[config.mk]
export PLATFORM = sky130hd
export DESIGN_NAME = fat_filename_check_and_entry_count_flat
export DESIGN_NICKNAME = d
export VERILOG_FILES = /design/src/hw/rtl/fnc_pkg.sv /design/src/hw/rtl/fnc_in_if.sv /design/src/hw/rtl/fnc_out_if.sv /design/src/hw/rtl/fnc_front.sv /design/src/hw/rtl/fnc_queue.sv /design/src/hw/rtl/fnc_back.sv /design/src/hw/rtl/fat_filename_check_and_entry_count.sv /design/src/flat_wrapper.sv
export SDC_FILE = /design/constraint.sdc
export NUM_CORES = 1
export LEC_CHECK = 0
export BUFFER_PORTS_ARGS = -buffer_cell sky130_fd_sc_hd__buf_4
export CORE_UTILIZATION = 55
export CTS_BUF_LIST = sky130_fd_sc_hd__clkbuf_4 sky130_fd_sc_hd__clkbuf_8
export DETAILED_ROUTE_END_ITERATION = 12
export PLACE_DENSITY = 0.75
export SYNTH_ARGS = -nofsm -noshare
export SYNTH_HDL_FRONTEND = slang
export SYNTH_SLANG_ARGS = --single-unit
[constraint.sdc]
create_clock -name clk -period 5.7 [get_ports clk]
set_input_delay 1.425 -clock clk [delete_from_list [all_inputs] [get_ports clk]]
set_output_delay 1.425 -clock clk [all_outputs]
set_load 0.02 [all_outputs]
[src/hw/rtl/fnc_pkg.sv]
// Shared types, constants and helper functions for the FAT file name checker.
package fnc_pkg;

    // Name length limit and derived field widths
    localparam int MAX_NAME_LEN_DEF = 255;
    localparam int CH_W             = 8;
    localparam int ENT_W            = 5;
    localparam int BASE_W           = 4;
    localparam int EXT_W            = 3;
    localparam int PREFIX_W         = 32;

    // Saturation points and 8.3 limits of the base, extension and length counters, prefix length
    localparam logic [BASE_W-1:0] BASE_SAT   = BASE_W'(9);
    localparam logic [BASE_W-1:0] BASE_MAX83 = BASE_W'(8);
    localparam logic [BASE_W-1:0] PREFIX_LEN = BASE_W'(4);
    localparam logic [EXT_W-1:0]  EXT_SAT    = EXT_W'(4);
    localparam logic [EXT_W-1:0]  EXT_MAX83  = EXT_W'(3);
    localparam int                SHORT_MAX  = 12;

    // (len + 12) / 13 done as multiply by 2^16/13, rounded up
    localparam int LFN_CHARS   = 13;
    localparam int LFN_ROUND   = LFN_CHARS - 1;
    localparam int RECIP_SHIFT = 16;
    localparam int RECIP       = ((1 << RECIP_SHIFT) + LFN_CHARS - 1) / LFN_CHARS;
    localparam int PROD_W      = RECIP_SHIFT + ENT_W;

    // Queue between the classifier and the accumulator
    localparam int QUEUE_DEPTH = 2;
    localparam int QPTR_W      = $clog2(QUEUE_DEPTH);
    localparam int QCNT_W      = $clog2(QUEUE_DEPTH + 1);

    // Item opcodes
    typedef enum logic {
        OP_BYTE = 1'b0,
        OP_END  = 1'b1
    } op_t;

    // Special bytes
    localparam logic [CH_W-1:0] CH_SPACE = 8'h20;
    localparam logic [CH_W-1:0] CH_DOT   = 8'h2E;
    localparam logic [CH_W-1:0] CH_UNDER = 8'h5F;
    localparam logic [CH_W-1:0] CH_DASH  = 8'h2D;
    localparam logic [CH_W-1:0] CH_DIG1  = 8'h31;
    localparam logic [CH_W-1:0] CH_DIG9  = 8'h39;

    // Reserved device names, three upper-case letters packed
    localparam logic [23:0] RSV_CON = 24'h434F4E;
    localparam logic [23:0] RSV_PRN = 24'h50524E;
    localparam logic [23:0] RSV_AUX = 24'h415558;
    localparam logic [23:0] RSV_NUL = 24'h4E554C;
    localparam logic [23:0] RSV_COM = 24'h434F4D;
    localparam logic [23:0] RSV_LPT = 24'h4C5054;

    // Classified word passed from the front end to the back end
    typedef struct packed {
        op_t             op;
        logic            bad;        // control, high or forbidden byte
        logic            space;
        logic            short_char; // letter, digit, dot, underscore, dash
        logic            dot;
        logic [CH_W-1:0] ch_up;      // byte folded to upper case
    } cls_t;

    function automatic logic is_forbidden(input logic [CH_W-1:0] b);
        return (b == 8'h3C) || (b == 8'h3E) || (b == 8'h3A) || (b == 8'h22) ||
               (b == 8'h7C) || (b == 8'h3F) || (b == 8'h2A);
    endfunction

    function automatic logic is_lower(input logic [CH_W-1:0] b);
        return (b >= 8'h61) && (b <= 8'h7A);
    endfunction

    function automatic logic is_alnum(input logic [CH_W-1:0] b);
        return ((b >= 8'h30) && (b <= 8'h39)) || ((b >= 8'h41) && (b <= 8'h5A)) ||
               is_lower(b);
    endfunction

    function automatic logic [CH_W-1:0] fold_upper(input logic [CH_W-1:0] b);
        return is_lower(b) ? (b - 8'h20) : b;
    endfunction

endpackage

[src/hw/rtl/fnc_in_if.sv]
// Input channel: one name byte or an end marker per word.
interface fnc_in_if;
    import fnc_pkg::*;

    logic            valid;
    logic            ready;
    logic            op;
    logic [CH_W-1:0] ch;

    modport source (output valid, output op, output ch, input ready);
    modport sink   (input valid, input op, input ch, output ready);
endinterface

[src/hw/rtl/fnc_out_if.sv]
// Output channel: validity flag and directory entry count per name.
interface fnc_out_if;
    import fnc_pkg::*;

    logic             valid;
    logic             ready;
    logic             name_ok;
    logic [ENT_W-1:0] entry_count;

    modport source (output valid, output name_ok, output entry_count, input ready);
    modport sink   (input valid, input name_ok, input entry_count, output ready);
endinterface

[src/hw/rtl/fnc_front.sv]
// Front end: accepts input words and classifies each byte into flags.
module fnc_front (
    input  logic          clk,
    input  logic          rst_n,
    fnc_in_if.sink        name_byte,
    output logic          cls_valid,
    output fnc_pkg::cls_t cls_word,
    input  logic          cls_ready
);
    import fnc_pkg::*;

    logic valid_reg;
    cls_t cls_reg;
    cls_t cls_next;
    logic take;

    assign name_byte.ready = !valid_reg || cls_ready;
    assign take            = name_byte.valid && name_byte.ready;

    // Classify the incoming byte
    always_comb
    begin
        cls_next.op         = op_t'(name_byte.op);
        cls_next.bad        = (name_byte.ch < CH_SPACE) || name_byte.ch[CH_W-1] ||
                              is_forbidden(name_byte.ch);
        cls_next.space      = (name_byte.ch == CH_SPACE);
        cls_next.short_char = (name_byte.ch == CH_DOT) || (name_byte.ch == CH_UNDER) ||
                              (name_byte.ch == CH_DASH) || is_alnum(name_byte.ch);
        cls_next.dot        = (name_byte.ch == CH_DOT);
        cls_next.ch_up      = fold_upper(name_byte.ch);
    end

    // Valid flag of the classifier stage
    always_ff @(posedge clk or negedge rst_n)
    begin
        if (!rst_n)
        begin
            valid_reg <= 1'b0;
        end
        else if (name_byte.ready)
        begin
            valid_reg <= name_byte.valid;
        end
    end

    // Classified payload
    always_ff @(posedge clk)
    begin
        if (take)
        begin
            cls_reg <= cls_next;
        end
    end

    assign cls_valid = valid_reg;
    assign cls_word  = cls_reg;
endmodule

[src/hw/rtl/fnc_queue.sv]
// Short FIFO of classified words between front end and back end.
module fnc_queue (
    input  logic          clk,
    input  logic          rst_n,
    input  logic          wr_valid,
    input  fnc_pkg::cls_t wr_word,
    output logic          wr_ready,
    output logic          rd_valid,
    output fnc_pkg::cls_t rd_word,
    input  logic          rd_ready
);
    import fnc_pkg::*;

    cls_t              slot_reg [QUEUE_DEPTH];
    logic [QPTR_W-1:0] wr_ptr_reg;
    logic [QPTR_W-1:0] wr_ptr_next;
    logic [QPTR_W-1:0] rd_ptr_reg;
    logic [QPTR_W-1:0] rd_ptr_next;
    logic [QCNT_W-1:0] count_reg;
    logic [QCNT_W-1:0] count_next;
    logic              push;
    logic              pop;

    assign wr_ready = (count_reg != QCNT_W'(QUEUE_DEPTH));
    assign rd_valid = (count_reg != '0);
    assign rd_word  = slot_reg[rd_ptr_reg];
    assign push     = wr_valid && wr_ready;
    assign pop      = rd_valid && rd_ready;

    // Pointer and fill count update
    always_comb
    begin
        wr_ptr_next = wr_ptr_reg;
        rd_ptr_next = rd_ptr_reg;
        count_next  = count_reg;
        if (push)
        begin
            wr_ptr_next = (wr_ptr_reg == QPTR_W'(QUEUE_DEPTH - 1)) ? '0 : wr_ptr_reg + 1'b1;
        end
        if (pop)
        begin
            rd_ptr_next = (rd_ptr_reg == QPTR_W'(QUEUE_DEPTH - 1)) ? '0 : rd_ptr_reg + 1'b1;
        end
        if (push && !pop)
        begin
            count_next = count_reg + 1'b1;
        end
        else if (pop && !push)
        begin
            count_next = count_reg - 1'b1;
        end
    end

    always_ff @(posedge clk or negedge rst_n)
    begin
        if (!rst_n)
        begin
            wr_ptr_reg <= '0;
            rd_ptr_reg <= '0;
            count_reg  <= '0;
        end
        else
        begin
            wr_ptr_reg <= wr_ptr_next;
            rd_ptr_reg <= rd_ptr_next;
            count_reg  <= count_next;
        end
    end

    // Storage slots
    always_ff @(posedge clk)
    begin
        if (push)
        begin
            slot_reg[wr_ptr_reg] <= wr_word;
        end
    end
endmodule

[src/hw/rtl/fnc_back.sv]
// Back end: accumulates per-name state and produces the result word.
module fnc_back #(
    parameter int MAX_NAME_LEN = fnc_pkg::MAX_NAME_LEN_DEF
) (
    input  logic          clk,
    input  logic          rst_n,
    input  logic          cls_valid,
    input  fnc_pkg::cls_t cls_word,
    output logic          cls_ready,
    fnc_out_if.source     result
);
    import fnc_pkg::*;

    localparam int LEN_W = $clog2(MAX_NAME_LEN + 2);
    localparam int X_W   = $clog2(MAX_NAME_LEN + 1 + LFN_ROUND + 1);

    logic [LEN_W-1:0]    len_reg;
    logic [LEN_W-1:0]    len_next;
    logic                dot_reg;
    logic                dot_next;
    logic [BASE_W-1:0]   base_reg;
    logic [BASE_W-1:0]   base_next;
    logic [EXT_W-1:0]    ext_reg;
    logic [EXT_W-1:0]    ext_next;
    logic [PREFIX_W-1:0] prefix_reg;
    logic [PREFIX_W-1:0] prefix_next;
    logic                bad_reg;
    logic                bad_next;
    logic                space_reg;
    logic                space_next;
    logic                short_reg;
    logic                short_next;

    logic                out_valid_reg;
    logic                out_valid_next;
    logic                ok_reg;
    logic                ok_next;
    logic [ENT_W-1:0]    ent_reg;
    logic [ENT_W-1:0]    ent_next;

    logic                take;
    logic                is_end;
    logic                reserved;
    logic                short_ok;
    logic [X_W-1:0]      lfn_x;
    logic [PROD_W-1:0]   lfn_prod;
    logic [ENT_W-1:0]    lfn_q;

    assign is_end    = (cls_word.op == OP_END);
    assign cls_ready = !is_end || !out_valid_reg || result.ready;
    assign take      = cls_valid && cls_ready;

    // Reserved device name match on the base name
    always_comb
    begin
        reserved = 1'b0;
        if (base_reg == BASE_W'(3))
        begin
            reserved = (prefix_reg[23:0] == RSV_CON) || (prefix_reg[23:0] == RSV_PRN) ||
                       (prefix_reg[23:0] == RSV_AUX) || (prefix_reg[23:0] == RSV_NUL);
        end
        else if (base_reg == BASE_W'(4))
        begin
            reserved = (prefix_reg[7:0] >= CH_DIG1) && (prefix_reg[7:0] <= CH_DIG9) &&
                       ((prefix_reg[31:8] == RSV_COM) || (prefix_reg[31:8] == RSV_LPT));
        end
    end

    // Entry count: 1 for 8.3, else ceil(len/13) + 1 via reciprocal multiply
    assign short_ok = (len_reg <= LEN_W'(SHORT_MAX)) && !space_reg && short_reg &&
                      (!dot_reg || ((base_reg <= BASE_MAX83) && (ext_reg <= EXT_MAX83)));
    assign lfn_x    = X_W'(len_reg) + X_W'(LFN_ROUND);
    assign lfn_prod = PROD_W'(lfn_x) * PROD_W'(RECIP);
    assign lfn_q    = lfn_prod[RECIP_SHIFT +: ENT_W];

    // Next state of the accumulator and the result register
    always_comb
    begin
        len_next       = len_reg;
        dot_next       = dot_reg;
        base_next      = base_reg;
        ext_next       = ext_reg;
        prefix_next    = prefix_reg;
        bad_next       = bad_reg;
        space_next     = space_reg;
        short_next     = short_reg;
        out_valid_next = out_valid_reg && !result.ready;
        ok_next        = ok_reg;
        ent_next       = ent_reg;

        if (take && is_end)
        begin
            out_valid_next = 1'b1;
            ok_next        = (len_reg != '0) && (len_reg <= LEN_W'(MAX_NAME_LEN)) &&
                             !bad_reg && !reserved;
            ent_next       = short_ok ? ENT_W'(1) : lfn_q + 1'b1;
            len_next       = '0;
            dot_next       = 1'b0;
            base_next      = '0;
            ext_next       = '0;
            prefix_next    = '0;
            bad_next       = 1'b0;
            space_next     = 1'b0;
            short_next     = 1'b1;
        end
        else if (take)
        begin
            if (len_reg != LEN_W'(MAX_NAME_LEN + 1))
            begin
                len_next = len_reg + 1'b1;
            end
            bad_next   = bad_reg || cls_word.bad;
            space_next = space_reg || cls_word.space;
            short_next = short_reg && cls_word.short_char;
            if (dot_reg)
            begin
                if (ext_reg != EXT_SAT)
                begin
                    ext_next = ext_reg + 1'b1;
                end
            end
            else if (cls_word.dot)
            begin
                dot_next = 1'b1;
            end
            else
            begin
                if (base_reg < PREFIX_LEN)
                begin
                    prefix_next = {prefix_reg[PREFIX_W-CH_W-1:0], cls_word.ch_up};
                end
                if (base_reg != BASE_SAT)
                begin
                    base_next = base_reg + 1'b1;
                end
            end
        end
    end

    always_ff @(posedge clk or negedge rst_n)
    begin
        if (!rst_n)
        begin
            len_reg       <= '0;
            dot_reg       <= 1'b0;
            base_reg      <= '0;
            ext_reg       <= '0;
            prefix_reg    <= '0;
            bad_reg       <= 1'b0;
            space_reg     <= 1'b0;
            short_reg     <= 1'b1;
            out_valid_reg <= 1'b0;
        end
        else
        begin
            len_reg       <= len_next;
            dot_reg       <= dot_next;
            base_reg      <= base_next;
            ext_reg       <= ext_next;
            prefix_reg    <= prefix_next;
            bad_reg       <= bad_next;
            space_reg     <= space_next;
            short_reg     <= short_next;
            out_valid_reg <= out_valid_next;
        end
    end

    // Result payload
    always_ff @(posedge clk)
    begin
        ok_reg  <= ok_next;
        ent_reg <= ent_next;
    end

    assign result.valid       = out_valid_reg;
    assign result.name_ok     = ok_reg;
    assign result.entry_count = ent_reg;
endmodule

[src/hw/rtl/fat_filename_check_and_entry_count.sv]
// Top level: FAT long file name checker and directory entry counter.
//
// A name arrives one byte per word on name_byte (op = byte), closed by an end
// word (op = end); the end word yields one word on result with the validity
// flag and the number of directory entries the name needs. A register stage
// classifies the byte, a two-entry queue decouples it from the accumulator, and
// the accumulator updates counters and flags for one word per cycle while no end
// word waits. An accepted end word passes the classifier register and the queue,
// and its result sits in an output register; only an end word that meets a full
// output register waits, and the words behind it back up. The entry count uses
// one small constant multiply ahead of the output register.
module fat_filename_check_and_entry_count #(
    parameter int MAX_NAME_LEN = fnc_pkg::MAX_NAME_LEN_DEF
) (
    input  logic      clk,
    input  logic      rst_n,
    fnc_in_if.sink    name_byte,
    fnc_out_if.source result
);
    import fnc_pkg::*;

    logic cls_valid;
    cls_t cls_word;
    logic cls_ready;
    logic q_valid;
    cls_t q_word;
    logic q_ready;

    // Byte classifier
    fnc_front u_front (
        .clk       (clk),
        .rst_n     (rst_n),
        .name_byte (name_byte),
        .cls_valid (cls_valid),
        .cls_word  (cls_word),
        .cls_ready (cls_ready)
    );

    // Decoupling queue
    fnc_queue u_queue (
        .clk      (clk),
        .rst_n    (rst_n),
        .wr_valid (cls_valid),
        .wr_word  (cls_word),
        .wr_ready (cls_ready),
        .rd_valid (q_valid),
        .rd_word  (q_word),
        .rd_ready (q_ready)
    );

    // Accumulator and result register
    fnc_back #(
        .MAX_NAME_LEN (MAX_NAME_LEN)
    ) u_back (
        .clk       (clk),
        .rst_n     (rst_n),
        .cls_valid (q_valid),
        .cls_word  (q_word),
        .cls_ready (q_ready),
        .result    (result)
    );
endmodule

[src/flat_wrapper.sv]
// flat-port wrapper written by rule: the top's interface ports become plain ports
module fat_filename_check_and_entry_count_flat import fnc_pkg::*;
#(
    parameter int MAX_NAME_LEN = fnc_pkg::MAX_NAME_LEN_DEF
)
  (clk, rst_n, name_byte_valid, name_byte_op, name_byte_ch, name_byte_ready, result_valid, result_name_ok, result_entry_count, result_ready);
  fnc_in_if name_byte_i ();
  fnc_out_if result_i ();
  input  logic clk;
  input  logic rst_n;
  input wire logic [$bits(name_byte_i.valid)-1:0] name_byte_valid;
  input wire logic [$bits(name_byte_i.op)-1:0] name_byte_op;
  input wire logic [$bits(name_byte_i.ch)-1:0] name_byte_ch;
  output wire logic [$bits(name_byte_i.ready)-1:0] name_byte_ready;
  output wire logic [$bits(result_i.valid)-1:0] result_valid;
  output wire logic [$bits(result_i.name_ok)-1:0] result_name_ok;
  output wire logic [$bits(result_i.entry_count)-1:0] result_entry_count;
  input wire logic [$bits(result_i.ready)-1:0] result_ready;
  assign name_byte_i.valid = name_byte_valid;
  assign name_byte_i.op = name_byte_op;
  assign name_byte_i.ch = name_byte_ch;
  assign name_byte_ready = name_byte_i.ready;
  assign result_valid = result_i.valid;
  assign result_name_ok = result_i.name_ok;
  assign result_entry_count = result_i.entry_count;
  assign result_i.ready = result_ready;
  fat_filename_check_and_entry_count #(.MAX_NAME_LEN(MAX_NAME_LEN)) u_core (.clk(clk), .rst_n(rst_n), .name_byte(name_byte_i), .result(result_i));
endmodule
# Yosys cells after proc, flatten, opt, wreduce, memory -nomap -nowiden
# Memory sizes are Yosys's and may differ from the RTL's.
# Cells that the tools add are included.
[op_classes]
mux = 37
reduce_logical = 66
addsub = 10
n_eq_ne = 25
multipliers = 1
order_cmp = 14
[op_table]
columns = ["operator", "count"]
rows = [
  ["$mux W32", 5],
  ["$eq A24 B23 Y1 const B", 6],
  ["$eq A8 B6 Y1 const B", 9],
  ["$mux W9", 3],
  ["$logic_or A1 B1 Y1", 23],
  ["$logic_and A1 B1 Y1", 20],
  ["$mul A9 B12 Y20 const B", 1],
  ["$mux W4", 5],
  ["$mux W1", 17],
  ["$eq A8 B7 Y1 const B", 2],
  ["$ge A8 B6 Y1 const B", 2],
  ["$ge A8 B7 Y1 const B", 2],
  ["$le A8 B6 Y1 const B", 2],
  ["$le A8 B7 Y1 const B", 2],
  ["$reduce_bool A2 Y1", 8],
  ["$mux W3", 4],
  ["$logic_not A1 Y1", 10],
  ["$add A9 B1 Y9 const B", 1],
  ["$add A9 B4 Y9 const B", 1],
  ["$le A9 B4 Y1 const B", 1],
  ["$le A9 B8 Y1 const B", 1],
  ["$ne A9 B9 Y1 const B", 1],
  ["$reduce_bool A9 Y1", 1],
  ["$lt A8 B6 Y1 const B", 1],
  ["other kinds (21)", 25],
]
[totals]
wordCells = 175
out_inout_bits = 8
ramBits = 26
mem_count = 1
regBits = 77
in_bits = 13
[mem_list]
columns = ["name", "depth", "width", "read_ports", "rd_clocked_by_memory_dff", "wr", "line", "rtl"]
rows = [
  ["u_core.u_queue.slot_reg", 2, 13, 1, 0, 1, "fnc_queue.sv:14", "cls_t slot_reg [QUEUE_DEPTH];"],
]

# Depth between registers and ports, before layout
# Gate-level depths: netlist of the first run.
[depth]
depth_word = 8
depth_mapped = 25
depth_no_buf = 24

# Modules after synthesis
# A second synthesis of the first run with hierarchy kept.
[hier_totals]
cells_unflattened = 594
area_unflattened_um2 = 6615.1
[by_module_without_submodules]
columns = ["module", "seq_area_each_um2", "cells_each", "instances", "area_each_um2"]
rows = [
  ["fnc_back", 1507.7, 475, 1, 4678.2],
  ["fnc_queue", 880.8, 58, 1, 1144.8],
  ["fnc_front", 415.4, 61, 1, 792.0],
]

# Worst setup path after synthesis of the first run
# Ideal clock, no wire load.
[synth_timing]
path_type = "reg2reg"
from = "register u_core.u_back.len_reg[2]"
to = "register u_core.u_back.ent_reg[4] (netlist: u_core.u_back.result.entry_count[4]), data pin"
path_stages_with_launch = 23
required_time_ns = 5.435
setup_time_ns = 0.265
arrival_time_ns = 5.539
slack_ns = -0.103
n_path_buf = 0
synth_period_minus_slack_ns = 5.803
path_cell_list = "dfrtp_1 > inv_1 > ha_1 > nand2b_1 > xnor2_1 > ha_1 > inv_1 > fa_1 > inv_1 > fa_1 > inv_1 > fa_1 > inv_1 > ha_1 > nand3_1 > o211ai_1 > or3_2 > xor2_1 > ha_1 > o21ai_0 > or4_4 > xnor2_1 > nor2_1"
[synth_between]
elab_chain_len = 4
word_cells_on_any_way = 7
[synth_lines]
columns = ["element", "line", "rtl"]
rows = [
  ["start, declared", "fnc_back.sv:17", "logic [LEN_W-1:0] len_reg;"],
  ["start signal, assigned", "fnc_back.sv:156", "len_reg <= len_next;"],
  ["parallel branches: the longest is 4 deep, another holds $mul A9 B12 Y20", "-", ""],
  ["end signal, assigned", "fnc_back.sv:172", "ent_reg <= ent_next;"],
  ["end, declared", "fnc_back.sv:38", "logic [ENT_W-1:0] ent_reg;"],
]
# Parallel ways; which one is timed is not known.
# A chain may end at the register's enable or synchronous reset.

# Final worst setup path of the first run
# Same ends and word-level chain as after synthesis.

==> impl_metrics.tcl, run 1 <==
set metrics [dict create \
    crit_fanout 8 \
    core_sq_mm 0.01152 \
    setup_violations 0 \
    clk_latency_ns 0.37 \
    worstReg2RegEnd "u_core.u_back.result.entry_count[4]" \
    finish.instance_area_sq_mm 0.007341 \
    clkSlewWorstSetupHoldPaths_ns 0.10 \
    syn_avg_cell_area_sq_um 10.59 \
    cts_made_buffers 9 \
    clockRootBuffer "clkbuf_8" \
    path_buf_inv 7 \
    drive_gt1_share_pct 15.88 \
    clock.fmax_mhz 181.9 \
    grt_pass1_vias 4576 \
    largest_reg_flops 32 \
    synth_ff_type "dfrtp_1" \
    place.gp.congestion 0.9090 \
    fin_cells 798 \
    drt_iter0_drc 179 \
    synth_edf_count 45 \
    antenna_found_initial 0 \
    path_delay_family "adder cells" \
    maxCapViolations 0 \
    synth.distinct_cells 57 \
    final_hold_viol_count 0 \
    hpwl_mm 9.230 \
    crit_path_frequent_cell "inv_1" \
    status "finished, violations left" \
    cts_tree "yes" \
    wl_per_cell_microns 15.51 \
    finalPower_w 0.004600 \
    ys_ff_latch 103 \
    syn_inst 618 \
    worstPathRequired_ns 5.81 \
    synth-async-reset-ratio_pct 56.31 \
    rrSetupSlack_ns 0.20 \
    worst_slack_ns 0.2013 \
    synthTopCellsByArea "dfrtp_1, edfxtp_1, ha_1" \
    n_fill_cell 932 \
    worst_r2r_path_depth 23 \
    yosysTopAreaCell "dfrtp_1" \
    critical_path_depth 23 \
    synth_area_sq_mm 0.006546 \
    p_per_area_mw_per_mm2 626.6 \
    path_cells "buf_4 -> buf_4 -> o211ai_1 -> buf_4 -> xnor2_2 -> ha_1 -> inv_1 -> fa_1 -> inv_1 -> fa_1 -> inv_1 -> fa_1 -> inv_1 -> ha_2 -> nand4_1 -> o211ai_1 -> or3_4 -> xor2_2 -> ha_2 -> o21ai_0 -> or4_4 -> xnor2_2 -> nor2_1" \
    ir_worst_vdd_mv 0.5677 \
    cp_slowest_stage_delay_ns 0.53 \
    fp-row-count 39 \
    leakage_nw 3.398 \
    tightestPinTransition_ns 1.200 \
    placed_cells 776 \
    critPathSlowestCell "fa_1" \
    clk_path_buf_depth 2 \
    ctsHoldBuffers 0 \
    synth_top_area_share_pct 21.79 \
    final_nets 752 \
    syn_nets 720 \
    grt_pass1_wl_mm 21.18 \
    seq_area_sq_mm 0.002808 \
    most-common-layout-cells "inv_1, ha_1, dfrtp_1" \
    drt-pass1-iter-count 8 \
    antennaDiodeCount 0 \
    multi_input_area_sq_mm 0.003540 \
    cts_max_level 3 \
    cp-start-kind "flop" \
    endpoint "u_core.u_back.result.entry_count[4]" \
    grt_remaining_overflow 0 \
    max-slew-margin-rel_pct 19.99 \
    slew_violations 0 \
    layout_commonest_cell "inv_1" \
    synth-seq-area-share_pct 42.83 \
    end_kind "flop" \
    yosys_warnings 0 \
    grt_max_degree 59 \
    vias 4584 \
    period_minus_slack_ns 5.499 \
    via_per_inst 5.744 \
    post_dp_cell_area_sq_mm 0.006934 \
    skew_ns 0.01228 \
    place_ws_ns -0.08857 \
    fin_crit_sh_pct 96.47 \
    dieArea_sq_mm 0.01234 \
    ios 21 \
    ant_nets 0 \
    die_w_microns 111.1 \
    wl_mm 12.38 \
    hold_path.class "flop to flop" \
    arrival_ns 5.61 \
    die_h_microns 111.1 \
    clkSinkCount 103 \
    drcViolationCount 4 \
    syn_to_final_growth_pct 12.14 \
    reg2reg_from "u_core.u_back.len_reg[2]" \
    port_buffers 20 \
    startpoint "u_core.u_back.len_reg[2]" \
    start_util_pct 56.84 \
    track_usage_pct 21.34 \
    criticalPathCategory "flop to flop" \
    violations "design-rule violations" \
]
final cells by class:
class	instances	area share [%]
Multi-Input combinational cell	420	48.22
Sequential cell	103	38.25
Timing Repair Buffer	40	4.091
Inverter	76	3.886
Tap cell	143	2.437
Clock buffer	10	1.790
Clock inverter	6	1.329
report_power, final:
| part | switching (W) | internal, W |
|---|---|---|
| Sequential | 0.000161 | 0.00103 |
| Combinational | 0.00168 | 0.00123 |
| Clock | 0.000249 | 0.000259 |
worst register-to-register path, cell delays in order (launching register included):
cell and delay, ns:
dfrtp_2 0.46, buf_4 0.14, buf_4 0.13, o211ai_1 0.18, buf_4 0.19, xnor2_2 0.09, ha_1 0.30, inv_1 0.06
fa_1 0.53, inv_1 0.06, fa_1 0.52, inv_1 0.05, fa_1 0.42, inv_1 0.07, ha_2 0.31, nand4_1 0.13
o211ai_1 0.12, or3_4 0.41, xor2_2 0.17, ha_2 0.21, o21ai_0 0.07, or4_4 0.44, xnor2_2 0.13, nor2_1 0.04
how the worst min path moves through the flow:
stage                                            from                             end  slack (ns)  cells past startpoint
after floorplan            u_core.u_front.cls_word[0]   u_core.u_queue.slot_reg[0][0]        0.42                      0
after CTS                  u_core.u_front.cls_word[9]   u_core.u_queue.slot_reg[0][9]        0.46                      0
after global placement     u_core.u_front.cls_word[4]   u_core.u_queue.slot_reg[0][4]        0.42                      0
after global routing       u_core.u_front.cls_word[2]   u_core.u_queue.slot_reg[0][2]        0.47                      0
after detailed placement  u_core.u_front.cls_word[10]  u_core.u_queue.slot_reg[0][10]        0.43                      0
final                      u_core.u_front.cls_word[9]   u_core.u_queue.slot_reg[1][9]        0.46                      0
Yosys cell counts, drive strengths merged (2+ instances only):
cell type and count:
fa 23, o211ai 6, a22o 24, nor4 7, a31oi 3, ha 66
dfrtp 57, nand3 14, a21oi 22, nor4b 2, edfxtp 45, nand3b 2
o21ai 29, mux2i 12, xor2 11, nand4 16, and2 4, o31ai 2
mux2 4, and3b 3, buf 6, a21o 6, inv 76, and3 3
or3 4, o21ba 2, nand4b 4, or4 4, nand2 36, nor2b 5
nor3b 4, nor3 11, nand2b 9, clkbuf 13, a2111oi 4, a211oi 3
xnor2 18, nor2 48
what timing repair did:
| action | in CTS | in global routing |
|---|---|---|
| gates resized for setup | 6 | 28 |
| pin swaps | 1 | 12 |
| buffers inserted | 2 | 4 |
| setup endpoints to repair | 1 | 1 |
through the flow:
stage | utilization [%] | TNS (ns) | hold WS (ns)
global placement | 60.21 | 0 | 0.4235
finish | 63.74 | 0 | 0.4564
floorplan | - | 0 | 0.4215
global route | 63.74 | -0.02107 | 0.4680
detailed placement | 60.21 | -0.08857 | 0.4325
CTS | 62.59 | 0 | 0.4557
per-layer routing:
layer,vias up,track usage (%),share of wire [%]
met1,2230,29.28,47
met2,105,34.76,48
li1,2234,-,-
met4,0,5.315,1.4
met5,-,0,0
met3,15,4.483,3.7
kinds of logic (layout without fill, tap and decap cells):
| family | after synthesis | count (layout) | share of synthesized area, % |
|---|---|---|---|
| compound gates | 108 | 108 | 11.47 |
| xor+xnor | 29 | 29 | 3.880 |
| fa+ha+maj | 89 | 89 | 19.65 |
| buf+inv | 95 | 132 | 5.543 |
| flops | 103 | 103 | 42.83 |
| mux | 16 | 16 | 2.523 |
| simple gates | 178 | 178 | 14.11 |
Power figures use the tool's default switching activity.
==> run 2, diff against run 1 <==
- CELL_PAD_IN_SITES_DETAIL_PLACEMENT: unset -> 0
- CELL_PAD_IN_SITES_GLOBAL_PLACEMENT: unset -> 2
- CORE_UTILIZATION: 55 -> 39
- PLACE_DENSITY: 0.75 -> unset
- PLACE_DENSITY_LB_ADDON: unset -> 0.1
==> run 2 against run 1 <==
Against the previous run: the flow now finishes without violations; global-route usage down 4.8 points; flip-flop and latch count unchanged; combinational power up 6%; design area up 1.5%; sequential power about the same; count of clock-buffer cells in the layout down 1; power up 2.0%; critical path depth down 1; routed wire length up 8.4%.
==> impl_metrics.tcl, run 2 (synthesis results as in run 1) <==
set metrics [dict create \
    path_delay_family "adder cells" \
    grt_max_degree 59 \
    clk_path_buf_depth 2 \
    final_nets 760 \
    dieArea_sq_mm 0.01731 \
    antennaDiodeCount 0 \
    hold_path.class "flop to flop" \
    drt-pass1-iter-count 5 \
    n_fill_cell 1600 \
    seq_area_sq_mm 0.002805 \
    skew_ns 0.01405 \
    clk_latency_ns 0.37 \
    grt_remaining_overflow 0 \
    place_ws_ns -0.01334 \
    worstPathRequired_ns 5.82 \
    final_hold_viol_count 0 \
    syn_to_final_growth_pct 13.84 \
    p_per_area_mw_per_mm2 629.6 \
    clkSinkCount 103 \
    core_sq_mm 0.01647 \
    track_usage_pct 16.58 \
    path_buf_inv 5 \
    via_per_inst 5.051 \
    place.gp.congestion 0.8151 \
    maxCapViolations 0 \
    critPathSlowestCell "fa_1" \
    tightestPinTransition_ns 1.099 \
    multi_input_area_sq_mm 0.003538 \
    post_dp_cell_area_sq_mm 0.007098 \
    grt_pass1_wl_mm 22.96 \
    ios 21 \
    drcViolationCount 0 \
    fp-row-count 47 \
    most-common-layout-cells "inv_1, ha_1, dfrtp_1" \
    die_h_microns 131.6 \
    drt_iter0_drc 163 \
    tns_ns 0 \
    grt_pass1_vias 4477 \
    arrival_ns 5.59 \
    vias 4460 \
    ant_nets 0 \
    slew_violations 0 \
    fin_util_pct 45.26 \
    cts_tree "yes" \
    cts_made_buffers 9 \
    start_util_pct 39.76 \
    max-slew-margin-rel_pct 26.47 \
    leakage_nw 3.417 \
    cts_max_level 3 \
    clock.fmax_mhz 182.6 \
    end_kind "flop" \
    drive_gt1_share_pct 15.38 \
    cp_slowest_stage_delay_ns 0.53 \
    path_cells "inv_1 -> ha_2 -> nand2b_1 -> xnor2_2 -> ha_1 -> inv_1 -> fa_1 -> inv_1 -> fa_1 -> inv_1 -> fa_1 -> inv_1 -> ha_1 -> nand4_1 -> o211ai_1 -> or3_4 -> xor2_2 -> ha_2 -> o21ai_0 -> or4_4 -> xnor2_2 -> nor2_1" \
    antenna_found_initial 0 \
    worst_slack_ns 0.2239 \
    fin_crit_sh_pct 96.07 \
    clockRootBuffer "clkbuf_8" \
    clkSlewWorstSetupHoldPaths_ns 0.11 \
    hpwl_mm 10.28 \
    port_buffers 20 \
    cp-start-kind "flop" \
    whs_ns 0.4552 \
    wl_mm 13.43 \
    crit_path_frequent_cell "inv_1" \
    status "finished, final reports clean" \
    crit_fanout 8 \
    setup_violations 0 \
    wl_per_cell_microns 15.20 \
    finish.instance_area_sq_mm 0.007452 \
    die_w_microns 131.6 \
    ir_worst_vdd_mv 0.3831 \
    layout_commonest_cell "inv_1" \
    criticalPathCategory "flop to flop" \
    largest_reg_flops 32 \
    period_minus_slack_ns 5.476 \
]
run 2: metrics by stage:
stage / power, W / instances
after floorplan: 0.003149 / 618
after global placement: 0.003946 / 862
after detailed placement: 0.003988 / 862
after CTS: 0.004455 / 879
after global routing: 0.005240 / 883
final: 0.004692 / 883
run 2: worst register-to-register path, delay by kind of cell, from the launching register on:
kind	cells	cell delay (ns)
simple gates	5	1.23
flops	1	0.40
compound gates	2	0.20
xor+xnor	3	0.52
buf+inv	5	0.32
fa+ha+maj	7	2.54
run 2: what timing repair did:
action	in CTS	in global routing
pin swaps	0	7
buffers inserted	1	4
hold buffers	0	0
hold endpoints to repair	0	0
endpoints found under the setup margin	1	3
gates resized for setup	1	21
run 2: worst paths after layout:
path,startpoint,to,slack (ns),cells past startpoint
hold / removal,u_core.u_front.cls_word[9],u_core.u_queue.slot_reg[0][9],0.46,0
max in group asynchronous,rst_n,u_core.u_back.len_reg[6],4.06,1
hold reg to reg,u_core.u_front.cls_word[9],u_core.u_queue.slot_reg[0][9],0.46,0
min in group asynchronous,rst_n,u_core.u_back.prefix_reg[26],1.12,1
setup / recovery,u_core.u_back.len_reg[2],u_core.u_back.result.entry_count[4],0.22,22
setup reg to reg,u_core.u_back.len_reg[2],u_core.u_back.result.entry_count[4],0.22,22
run 2: power breakdown:
part | internal (W) | switching [W] | total (W)
combinational | 0.00136 | 0.00171 | 0.00307
sequential | 0.00103 | 0.000159 | 0.00119
clock | 0.000170 | 0.000263 | 0.000432
run 2: area by class of cell:
cell class / count / area share, %
timing repair buffer: 48 / 4.835
sequential: 103 / 37.64
tap: 220 / 3.694
multi-input combinational: 420 / 47.48
clock buffer: 9 / 1.662
clock inverter: 7 / 0.8563
inverter: 76 / 3.828
run 2: layer usage:
| metal | global-route usage (%) | share of wire (%) | up-vias |
|---|---|---|---|
| met4 | 2.842 | 0.52 | 0 |
| met5 | 0 | 0 | - |
| met1 | 25.41 | 53 | 2143 |
| met3 | 3.434 | 2.4 | 6 |
| li1 | - | - | 2255 |
| met2 | 24.13 | 44 | 56 |
